**src/hdl/cgq_pkg.sv**
```systemverilog
// ----------------------------------------------------------------------------
// cgq_pkg
// Shared constants and widths for the crop / scale / gamma / quantise block.
// ----------------------------------------------------------------------------
package cgq_pkg;

  localparam int SRC_WIDTH  = 320;
  localparam int SRC_HEIGHT = 240;
  localparam int DST_WIDTH  = 96;
  localparam int DST_HEIGHT = 96;

  // exact rational stepping: quotient and remainder per output pixel / line
  localparam int COL_STEP = SRC_HEIGHT / DST_WIDTH;
  localparam int COL_REM  = SRC_HEIGHT % DST_WIDTH;
  localparam int LINE_STEP = SRC_HEIGHT / DST_HEIGHT;
  localparam int LINE_REM  = SRC_HEIGHT % DST_HEIGHT;

  localparam int CROP_LIM = (SRC_WIDTH > SRC_HEIGHT) ? SRC_WIDTH - SRC_HEIGHT : 0;

  localparam int SCOL_W  = $clog2(SRC_WIDTH + COL_STEP + 2);
  localparam int SLINE_W = $clog2(SRC_HEIGHT + LINE_STEP + 2);
  localparam int DCOL_W  = $clog2(DST_WIDTH + 1);
  localparam int DLINE_W = $clog2(DST_HEIGHT + 1);
  localparam int CREM_W  = $clog2(DST_WIDTH + COL_REM + 1);
  localparam int LREM_W  = $clog2(DST_HEIGHT + LINE_REM + 1);

  localparam int PIX_W   = 8;
  localparam int MULT_W  = 24;
  localparam int ZP_W    = 8;
  localparam int CROP_W  = 7;
  localparam int CFG_IDX_W  = 2;
  localparam int CFG_DATA_W = 24;

  localparam int FRAC_W  = 16;
  localparam int PROD_W  = PIX_W + MULT_W;
  localparam int SUM_W   = PROD_W + 2;

  localparam logic [MULT_W-1:0] MULT_RESET = MULT_W'(65536);
  localparam logic [CROP_W-1:0] CROP_RESET = CROP_W'(40);

  // register indexes
  localparam logic [CFG_IDX_W-1:0] REG_OUTPUT_MODE  = 2'd0;
  localparam logic [CFG_IDX_W-1:0] REG_QUANT_MULT   = 2'd1;
  localparam logic [CFG_IDX_W-1:0] REG_QUANT_OFFSET = 2'd2;
  localparam logic [CFG_IDX_W-1:0] REG_CROP_START   = 2'd3;

  // request codes
  localparam logic REQ_LOAD  = 1'b0;
  localparam logic REQ_PIXEL = 1'b1;

endpackage

```
**src/hdl/cgq_if.sv**
```systemverilog
// ----------------------------------------------------------------------------
// cgq_if
// Valid/ready channels: source pixel / table load beats in, result beats out.
// ----------------------------------------------------------------------------
interface cgq_in_if import cgq_pkg::*; ();
  logic              valid;
  logic              ready;
  logic              req_type;
  logic [PIX_W-1:0]  table_index;
  logic [PIX_W-1:0]  table_value;
  logic              start_of_frame;
  logic [PIX_W-1:0]  red;
  logic [PIX_W-1:0]  green;
  logic [PIX_W-1:0]  blue;

  modport source (output valid, req_type, table_index, table_value, start_of_frame,
                  red, green, blue, input ready);
  modport sink   (input valid, req_type, table_index, table_value, start_of_frame,
                  red, green, blue, output ready);
endinterface

interface cgq_out_if import cgq_pkg::*; ();
  logic              valid;
  logic              ready;
  logic [PIX_W-1:0]  out_red;
  logic [PIX_W-1:0]  out_green;
  logic [PIX_W-1:0]  out_blue;
  logic              end_of_frame;

  modport source (output valid, out_red, out_green, out_blue, end_of_frame, input ready);
  modport sink   (input valid, out_red, out_green, out_blue, end_of_frame, output ready);
endinterface

```
**src/hdl/crop_scale_gamma_quantize.sv**
```systemverilog
// ----------------------------------------------------------------------------
// crop_scale_gamma_quantize
// Square crop (centred at reset), nearest-neighbour downscale, gamma table, optional int8 quantise.
// ----------------------------------------------------------------------------
// One beat per clock in, at most one out: a pixel or table load is taken every
// cycle while the output side keeps up, and a kept pixel's result beat passes
// the gamma memory read, the quantiser multiply and the truncate/saturate into
// the output register. The rate is set by the raster counters, which update
// once per beat, and by the gamma memories, which serve all three colour
// channels in the same cycle. The gamma table is not cleared by reset; load
// every entry that a frame will use before sending its pixels. Table loads
// never produce a result. Configuration is to be written by the user only
// while idle; the block itself does not enforce it.
// ----------------------------------------------------------------------------
module crop_scale_gamma_quantize
  import cgq_pkg::*;
(
  input  logic                  clk,
  input  logic                  rst,
  input  logic                  cfg_we,
  input  logic [CFG_IDX_W-1:0]  cfg_index,
  input  logic [CFG_DATA_W-1:0] cfg_data,
  cgq_in_if.sink                src,
  cgq_out_if.source             res
);

  // configuration registers
  logic                output_mode;
  logic [MULT_W-1:0]   quant_multiplier;
  logic [ZP_W-1:0]     quant_offset;
  logic [CROP_W-1:0]   crop_start_col;

  // raster state
  logic [SCOL_W-1:0]   src_col, src_col_next;
  logic [SLINE_W-1:0]  src_line, src_line_next;
  logic [DCOL_W-1:0]   dst_col, dst_col_next;
  logic [DLINE_W-1:0]  dst_line, dst_line_next;
  logic [SCOL_W-1:0]   col_target, col_target_next;
  logic [SLINE_W-1:0]  line_target, line_target_next;
  logic [CREM_W-1:0]   col_remainder, col_remainder_next;
  logic [LREM_W-1:0]   line_remainder, line_remainder_next;

  logic [SCOL_W-1:0]   crop_eff;
  logic                keep, keep_eof;

  // gamma memories: copy a serves red and green, copy b serves blue
  logic [PIX_W-1:0]    gamma_a [256];
  logic [PIX_W-1:0]    gamma_b [256];

  // pipeline
  logic                v1, v2;
  logic                eof1, eof2;
  logic [PIX_W-1:0]    g1 [3];
  logic [PIX_W-1:0]    g2 [3];
  logic [PROD_W-1:0]   prod2 [3];
  logic                adv1, adv2, adv3;
  logic                take, take_pix, take_load;
  logic [PIX_W-1:0]    res_byte [3];

  // handshake: each stage moves when the one after it is free or moving
  assign adv3 = res.ready || !res.valid;
  assign adv2 = !v2 || adv3;
  assign adv1 = !v1 || adv2;
  assign src.ready = adv1;
  assign take      = src.valid && adv1;
  assign take_pix  = take && (src.req_type == REQ_PIXEL);
  assign take_load = take && (src.req_type == REQ_LOAD);

  // crop start clamped so the square stays inside the row
  assign crop_eff = (SCOL_W'(crop_start_col) > SCOL_W'(CROP_LIM)) ?
                    SCOL_W'(CROP_LIM) : SCOL_W'(crop_start_col);

  // ---- configuration ----
  always_ff @(posedge clk) begin
    if (rst) begin
      output_mode      <= 1'b0;
      quant_multiplier <= MULT_RESET;
      quant_offset     <= '0;
      crop_start_col   <= CROP_RESET;
    end else if (cfg_we) begin
      case (cfg_index)
        REG_OUTPUT_MODE:  output_mode      <= cfg_data[0];
        REG_QUANT_MULT:   quant_multiplier <= cfg_data[MULT_W-1:0];
        REG_QUANT_OFFSET: quant_offset     <= cfg_data[ZP_W-1:0];
        REG_CROP_START:   crop_start_col   <= cfg_data[CROP_W-1:0];
        default: ;
      endcase
    end
  end

  // ---- raster counters and decimation decision ----
  always_comb begin
    logic               row_kept;
    logic [SCOL_W-1:0]  sc;
    logic [SLINE_W-1:0] sl;
    logic [CREM_W-1:0]  cr_sum;
    logic [LREM_W-1:0]  lr_sum;

    src_col_next        = src_col;
    src_line_next       = src_line;
    dst_col_next        = dst_col;
    dst_line_next       = dst_line;
    col_target_next     = col_target;
    line_target_next    = line_target;
    col_remainder_next  = col_remainder;
    line_remainder_next = line_remainder;
    cr_sum              = '0;
    lr_sum              = '0;

    // start of frame restarts everything, pixel taken as column 0 row 0
    if (src.start_of_frame) begin
      src_col_next        = '0;
      src_line_next       = '0;
      dst_line_next       = '0;
      line_target_next    = '0;
      line_remainder_next = '0;
      dst_col_next        = '0;
      col_target_next     = crop_eff;
      col_remainder_next  = '0;
    end

    sc = src_col_next;
    sl = src_line_next;
    row_kept = (sl == line_target_next) && (dst_line_next < DLINE_W'(DST_HEIGHT));
    keep     = row_kept && (sc == col_target_next) && (dst_col_next < DCOL_W'(DST_WIDTH));
    keep_eof = (dst_col_next == DCOL_W'(DST_WIDTH - 1)) &&
               (dst_line_next == DLINE_W'(DST_HEIGHT - 1));

    if (keep) begin
      dst_col_next    = dst_col_next + DCOL_W'(1);
      col_target_next = col_target_next + SCOL_W'(COL_STEP);
      cr_sum          = col_remainder_next + CREM_W'(COL_REM);
      if (cr_sum >= CREM_W'(DST_WIDTH)) begin
        cr_sum          = cr_sum - CREM_W'(DST_WIDTH);
        col_target_next = col_target_next + SCOL_W'(1);
      end
      col_remainder_next = cr_sum;
    end

    if (sc == SCOL_W'(SRC_WIDTH - 1)) begin
      src_col_next = '0;
      if (row_kept) begin
        dst_line_next    = dst_line_next + DLINE_W'(1);
        line_target_next = line_target_next + SLINE_W'(LINE_STEP);
        lr_sum           = line_remainder_next + LREM_W'(LINE_REM);
        if (lr_sum >= LREM_W'(DST_HEIGHT)) begin
          lr_sum           = lr_sum - LREM_W'(DST_HEIGHT);
          line_target_next = line_target_next + SLINE_W'(1);
        end
        line_remainder_next = lr_sum;
      end
      dst_col_next       = '0;
      col_target_next    = crop_eff;
      col_remainder_next = '0;
      if (sl == SLINE_W'(SRC_HEIGHT - 1)) begin
        // last pixel of the frame: wrap, so the next frame needs no start-of-frame mark
        src_line_next       = '0;
        dst_line_next       = '0;
        line_target_next    = '0;
        line_remainder_next = '0;
      end else begin
        src_line_next = sl + SLINE_W'(1);
      end
    end else begin
      src_col_next = sc + SCOL_W'(1);
    end
  end

  always_ff @(posedge clk) begin
    if (rst) begin
      src_col        <= '0;
      src_line       <= '0;
      dst_col        <= '0;
      dst_line       <= '0;
      col_target     <= SCOL_W'(CROP_RESET > CROP_W'(CROP_LIM) ? CROP_W'(CROP_LIM) : CROP_RESET);
      line_target    <= '0;
      col_remainder  <= '0;
      line_remainder <= '0;
    end else if (take_pix) begin
      src_col        <= src_col_next;
      src_line       <= src_line_next;
      dst_col        <= dst_col_next;
      dst_line       <= dst_line_next;
      col_target     <= col_target_next;
      line_target    <= line_target_next;
      col_remainder  <= col_remainder_next;
      line_remainder <= line_remainder_next;
    end
  end

  // ---- gamma memories: write on a load beat, read on a pixel beat ----
  always_ff @(posedge clk) begin
    if (take_load) begin
      gamma_a[src.table_index] <= src.table_value;
      gamma_b[src.table_index] <= src.table_value;
    end
    if (take_pix) begin
      g1[0] <= gamma_a[src.red];
      g1[1] <= gamma_a[src.green];
      g1[2] <= gamma_b[src.blue];
      eof1  <= keep_eof;
    end
  end

  // ---- pipeline valids ----
  always_ff @(posedge clk) begin
    if (rst) begin
      v1        <= 1'b0;
      v2        <= 1'b0;
      res.valid <= 1'b0;
    end else begin
      if (adv1) v1 <= take_pix && keep;
      if (adv2) v2 <= v1;
      if (adv3) res.valid <= v2;
    end
  end

  // stage 2: multiply by the Q8.16 factor
  always_ff @(posedge clk) begin
    if (adv2 && v1) begin
      for (int i = 0; i < 3; i++) begin
        g2[i]    <= g1[i];
        prod2[i] <= PROD_W'(g1[i]) * PROD_W'(quant_multiplier);
      end
      eof2 <= eof1;
    end
  end

  // stage 3: add zero point, truncate toward zero, saturate to int8
  function automatic logic [PIX_W-1:0] quant_byte(input logic [PROD_W-1:0] p,
                                                  input logic [ZP_W-1:0] zp);
    logic signed [SUM_W-1:0]        t;
    logic signed [SUM_W-1:0]        tb;
    logic signed [SUM_W-FRAC_W-1:0] q;
    t  = $signed({2'b00, p}) +
         $signed({{(SUM_W-ZP_W-FRAC_W){zp[ZP_W-1]}}, zp, {FRAC_W{1'b0}}});
    tb = t[SUM_W-1] ? t + SUM_W'((1 << FRAC_W) - 1) : t;
    q  = tb[SUM_W-1:FRAC_W];
    if (q > 127)       quant_byte = 8'h7F;
    else if (q < -128) quant_byte = 8'h80;
    else               quant_byte = q[PIX_W-1:0];
  endfunction

  always_comb begin
    for (int i = 0; i < 3; i++) begin
      res_byte[i] = output_mode ? quant_byte(prod2[i], quant_offset) : g2[i];
    end
  end

  always_ff @(posedge clk) begin
    if (adv3 && v2) begin
      res.out_red      <= res_byte[0];
      res.out_green    <= res_byte[1];
      res.out_blue     <= res_byte[2];
      res.end_of_frame <= eof2;
    end
  end

endmodule
```
**src/flat_wrapper.sv**
```systemverilog
// flat-port wrapper written by rule: the top's interface ports become plain ports
module crop_scale_gamma_quantize_flat import cgq_pkg::*;
  (clk, rst, cfg_we, cfg_index, cfg_data, src_valid, src_req_type, src_table_index, src_table_value, src_start_of_frame, src_red, src_green, src_blue, src_ready, res_valid, res_out_red, res_out_green, res_out_blue, res_end_of_frame, res_ready);
  cgq_in_if src_i ();
  cgq_out_if res_i ();
  input  logic clk;
  input  logic rst;
  input  logic cfg_we;
  input  logic [CFG_IDX_W-1:0] cfg_index;
  input  logic [CFG_DATA_W-1:0] cfg_data;
  input wire logic [$bits(src_i.valid)-1:0] src_valid;
  input wire logic [$bits(src_i.req_type)-1:0] src_req_type;
  input wire logic [$bits(src_i.table_index)-1:0] src_table_index;
  input wire logic [$bits(src_i.table_value)-1:0] src_table_value;
  input wire logic [$bits(src_i.start_of_frame)-1:0] src_start_of_frame;
  input wire logic [$bits(src_i.red)-1:0] src_red;
  input wire logic [$bits(src_i.green)-1:0] src_green;
  input wire logic [$bits(src_i.blue)-1:0] src_blue;
  output wire logic [$bits(src_i.ready)-1:0] src_ready;
  output wire logic [$bits(res_i.valid)-1:0] res_valid;
  output wire logic [$bits(res_i.out_red)-1:0] res_out_red;
  output wire logic [$bits(res_i.out_green)-1:0] res_out_green;
  output wire logic [$bits(res_i.out_blue)-1:0] res_out_blue;
  output wire logic [$bits(res_i.end_of_frame)-1:0] res_end_of_frame;
  input wire logic [$bits(res_i.ready)-1:0] res_ready;
  assign src_i.valid = src_valid;
  assign src_i.req_type = src_req_type;
  assign src_i.table_index = src_table_index;
  assign src_i.table_value = src_table_value;
  assign src_i.start_of_frame = src_start_of_frame;
  assign src_i.red = src_red;
  assign src_i.green = src_green;
  assign src_i.blue = src_blue;
  assign src_ready = src_i.ready;
  assign res_valid = res_i.valid;
  assign res_out_red = res_i.out_red;
  assign res_out_green = res_i.out_green;
  assign res_out_blue = res_i.out_blue;
  assign res_end_of_frame = res_i.end_of_frame;
  assign res_i.ready = res_ready;
  crop_scale_gamma_quantize u_core (.clk(clk), .rst(rst), .cfg_we(cfg_we), .cfg_index(cfg_index), .cfg_data(cfg_data), .src(src_i), .res(res_i));
endmodule
```
**config.mk**
```make
export PLATFORM = sky130hd
export DESIGN_NAME = crop_scale_gamma_quantize_flat
export DESIGN_NICKNAME = d
export VERILOG_FILES = /design/src/hdl/cgq_pkg.sv /design/src/hdl/cgq_if.sv /design/src/hdl/crop_scale_gamma_quantize.sv /design/src/flat_wrapper.sv
export SDC_FILE = /design/constraint.sdc
export NUM_CORES = 2
export LEC_CHECK = 0
export ABC_AREA = 0
export BUFFER_PORTS_ARGS = -buffer_cell sky130_fd_sc_hd__buf_2
export CORE_MARGIN = 1.5
export CORE_UTILIZATION = 60
export CTS_CLUSTER_SIZE = 8
export DETAILED_ROUTE_END_ITERATION = 6
export PLACE_DENSITY = 0.76
export SYNTH_ARGS = -nofsm -noshare
export SYNTH_HDL_FRONTEND = slang
export SYNTH_MEMORY_MAX_BITS = 65536
export SYNTH_SLANG_ARGS = --single-unit
```
**constraint.sdc**
```tcl
create_clock -name clk -period 33.4 [get_ports clk]
set_input_delay 3.34 -clock clk [delete_from_list [all_inputs] [get_ports clk]]
set_output_delay 3.34 -clock clk [all_outputs]
set_load 0.05 [all_outputs]
```
==> results.ini <==
[cts]
cts_buffers = 343
cts-root-buf = clkbuf_16
clk_transition_reported_paths_ns = 0.05
cts.hold.buffers_added = 0
postCtsSetupBuffers = 0
insertion_delay_ns = 0.99
clockBufferDepth = 4
cts_tree = done
cts.sinks = 2326
cts_resized = 0
htree_levels = 5

[drt]
firstDrtPassIters = 7
viasPerCell = 7.843
via_count = 91138
drt_iter0_drc = 14575
wl_per_cell_um = 37.96
ant_nets = 0
drt-total-wl_um = 441100
drc = 0

[critical_path]
end_kind = flip-flop
worstSetupStartpointType = input pin
regToRegStartpoint = u_core.quant_multiplier[8]
rr_endpoint = u_core.prod2[0][31]
r2r_slack_ns = 26.62
worstRegToRegCells = 17
crit_start = src_red[1]
endpoint = u_core.g1[0][1]
critPathRequiredTime_ns = 34.06
arrival_ns = 10.97
path_class = in -> reg
cp_max_fo = 121

[global_routing]
grt_first_pass_wirelength_um = 641600
grt_remaining_overflow = 0
grt_antenna_before_repair = 51
grt_max_degree = 167
grt_pass1_vias = 92503
grt_usage_pct = 37.02

[place]
gp_congestion = 0.9328
port_buffers = 99
dp_hpwl_um = 267800
preCtsSetupSlack_ns = 22.76

[outcome]
outcome = complete, no violations

[synthesis]
synth_fa_ha_area_share_pct = 7.579
seq_area_frac_synth_pct = 48.32
synth_fp_nets = 9075
muxShareOfSynthArea_pct = 32.40
synth_seq_cells = 2326
synthXorXnorAreaFrac_pct = 1.044
async_flop_share_pct = 0
synth_compound_area_share_pct = 2.595
synth-edff-count = 2219
synth_area_per_cell_sq_um = 16.99
ys.flop_type = edfxtp_1
syn_area_sq_um = 142300
synth_warnings = 0
synth-simple-area-share_pct = 5.305
syn_inst = 8380
synth_top_family_by_area = multiplexers
ys_types = 99

[power_and_ir_drop]
vdd_drop_max_uv = 57.27
p_leak_uw = 0.05035
pwr_density_cell_nw_per_um2 = 46.19

[sta]
clock_skew_ns = 0.08511
fin_crit_ns = 10.31
maxSlewHeadroom_pct = 3.757
worst_pin_slew_ns = 1.439
fin_ws_ns = 23.09
drv_slew = 0
setup_viol = 0
fmax_mhz = 96.97
hold_viol = 0
finalCritPeriodShare_pct = 30.88
finalSetupTns_ns = 0
rsz0062_at_grt = false

[floorplanning]
dieHeight_um = 490.1
start_util_pct = 60.41
core-area_sq_um = 235600
dieArea_sq_um = 240200
die_w_um = 490.1
num_rows = 178
ios = 100

[flow_run]
cap_viol_max_count = 0

[finish]
fill_cells = 15295
utilization_pct = 65.91
nNetsFinal = 9101
final_common_cell = edfxtp_1
area_delta_synth_final_pct = 9.108
drive_gt1_share_pct = 32.81
mostFrequentLayoutCells = edfxtp_1 (2219), mux4_2 (2040), nand2_1 (556), nor2_1 (450), fa_1 (399)

[worst_hold_path]
min_path_type = reg -> reg

## power by group
part | leakage (uW) | internal (uW) | switching [uW] | total (uW)
Combinational | 0.0251 | 374 | 526 | 900
Sequential | 0.0209 | 3210 | 6.61 | 3220
Clock | 0.00437 | 1820 | 1230 | 3060
## per-stage QoR
stage	power, uW	area [sq um]	hold WS [ns]	std cells
CTS	7156	155200	0.4444	11592
floorplan	3838	142300	0.4003	8380
detailed placement	4144	146300	0.4359	11211
global route	7303	155300	0.4453	11601
global placement	4129	146300	0.4333	11211
finish	7174	155300	0.4412	11621
## layer usage
layer / wire length (um) / global-route usage, % / vias up
li1: - / - / 34219
met4: 34640 / 23.86 / 46
met2: 205900 / 56.83 / 8220
met5: 447 / 0.07937 / -
met3: 62390 / 11.87 / 1868
met1: 137800 / 45.75 / 46785
## area by class of cell
type	instances	area (sq um)	share of cell area [%]
timing repair buffer	326	2476	1.594
clock inverter	13	131.4	0.08459
clock buffer	368	8772	5.648
sequential	2326	68780	44.28
inverter	390	1464	0.9426
multi-input combinational	5019	69670	44.86
tap	3150	3941	2.538
antenna	29	72.57	0.04673
## critical path, cell delays in order
cell and delay [ns]:
buf_8 0.56, buf_4 0.87, buf_4 0.93, buf_12 0.47
buf_4 0.90, buf_4 0.77, mux4_2 0.41, mux4_2 0.57
mux4_2 0.60, mux4_2 0.51
## logic make-up after synthesis
kind of cell             after synthesis
flip-flops                          2326
multiplexers                        2057
AND/OR/NAND/NOR                     1619
buffers and inverters               1035
adder cells (fa/ha/maj)              623
AO/OA/AOI/OAI                        552
XOR/XNOR                             168
## how the worst min path moves through the flow
stage / from / end / slack [ns] / cells past startpoint
global placement: u_core.eof2 / u_core.res.end_of_frame / 0.43 / 0
detailed placement: u_core.eof2 / u_core.res.end_of_frame / 0.44 / 0
CTS: u_core.eof2 / u_core.res.end_of_frame / 0.44 / 0
global route: u_core.eof2 / u_core.res.end_of_frame / 0.45 / 0
floorplan: u_core.eof1 / u_core.eof2 / 0.40 / 0
finish: u_core.eof2 / u_core.res.end_of_frame / 0.44 / 0
## Yosys cell counts, drive strengths merged, types with 69 or more instances
master,n,area [sq um]
edfxtp,2219,66630
mux4,2040,45940
nand2,556,2087
clkbuf,454,1708
nor2,451,1695
fa,399,7988
inv,389,1460
and2,272,1702
ha,223,2790
buf,189,739.5
a21oi,171,882.1
xnor2,112,995.9
dfxtp,107,2142
o21ai,96,480.5
nand3,69,345.3
## sequential cells by signal (all words and copies together), names as in the netlist, 9 cells and up
register	flops
u_core.col_target	9
u_core.g1	24
u_core.g2	24
u_core.gamma_a	40
u_core.gamma_b	2008
u_core.prod2	96
u_core.quant_multiplier	24
u_core.src_col	9
(Power assumes the default switching activity.)
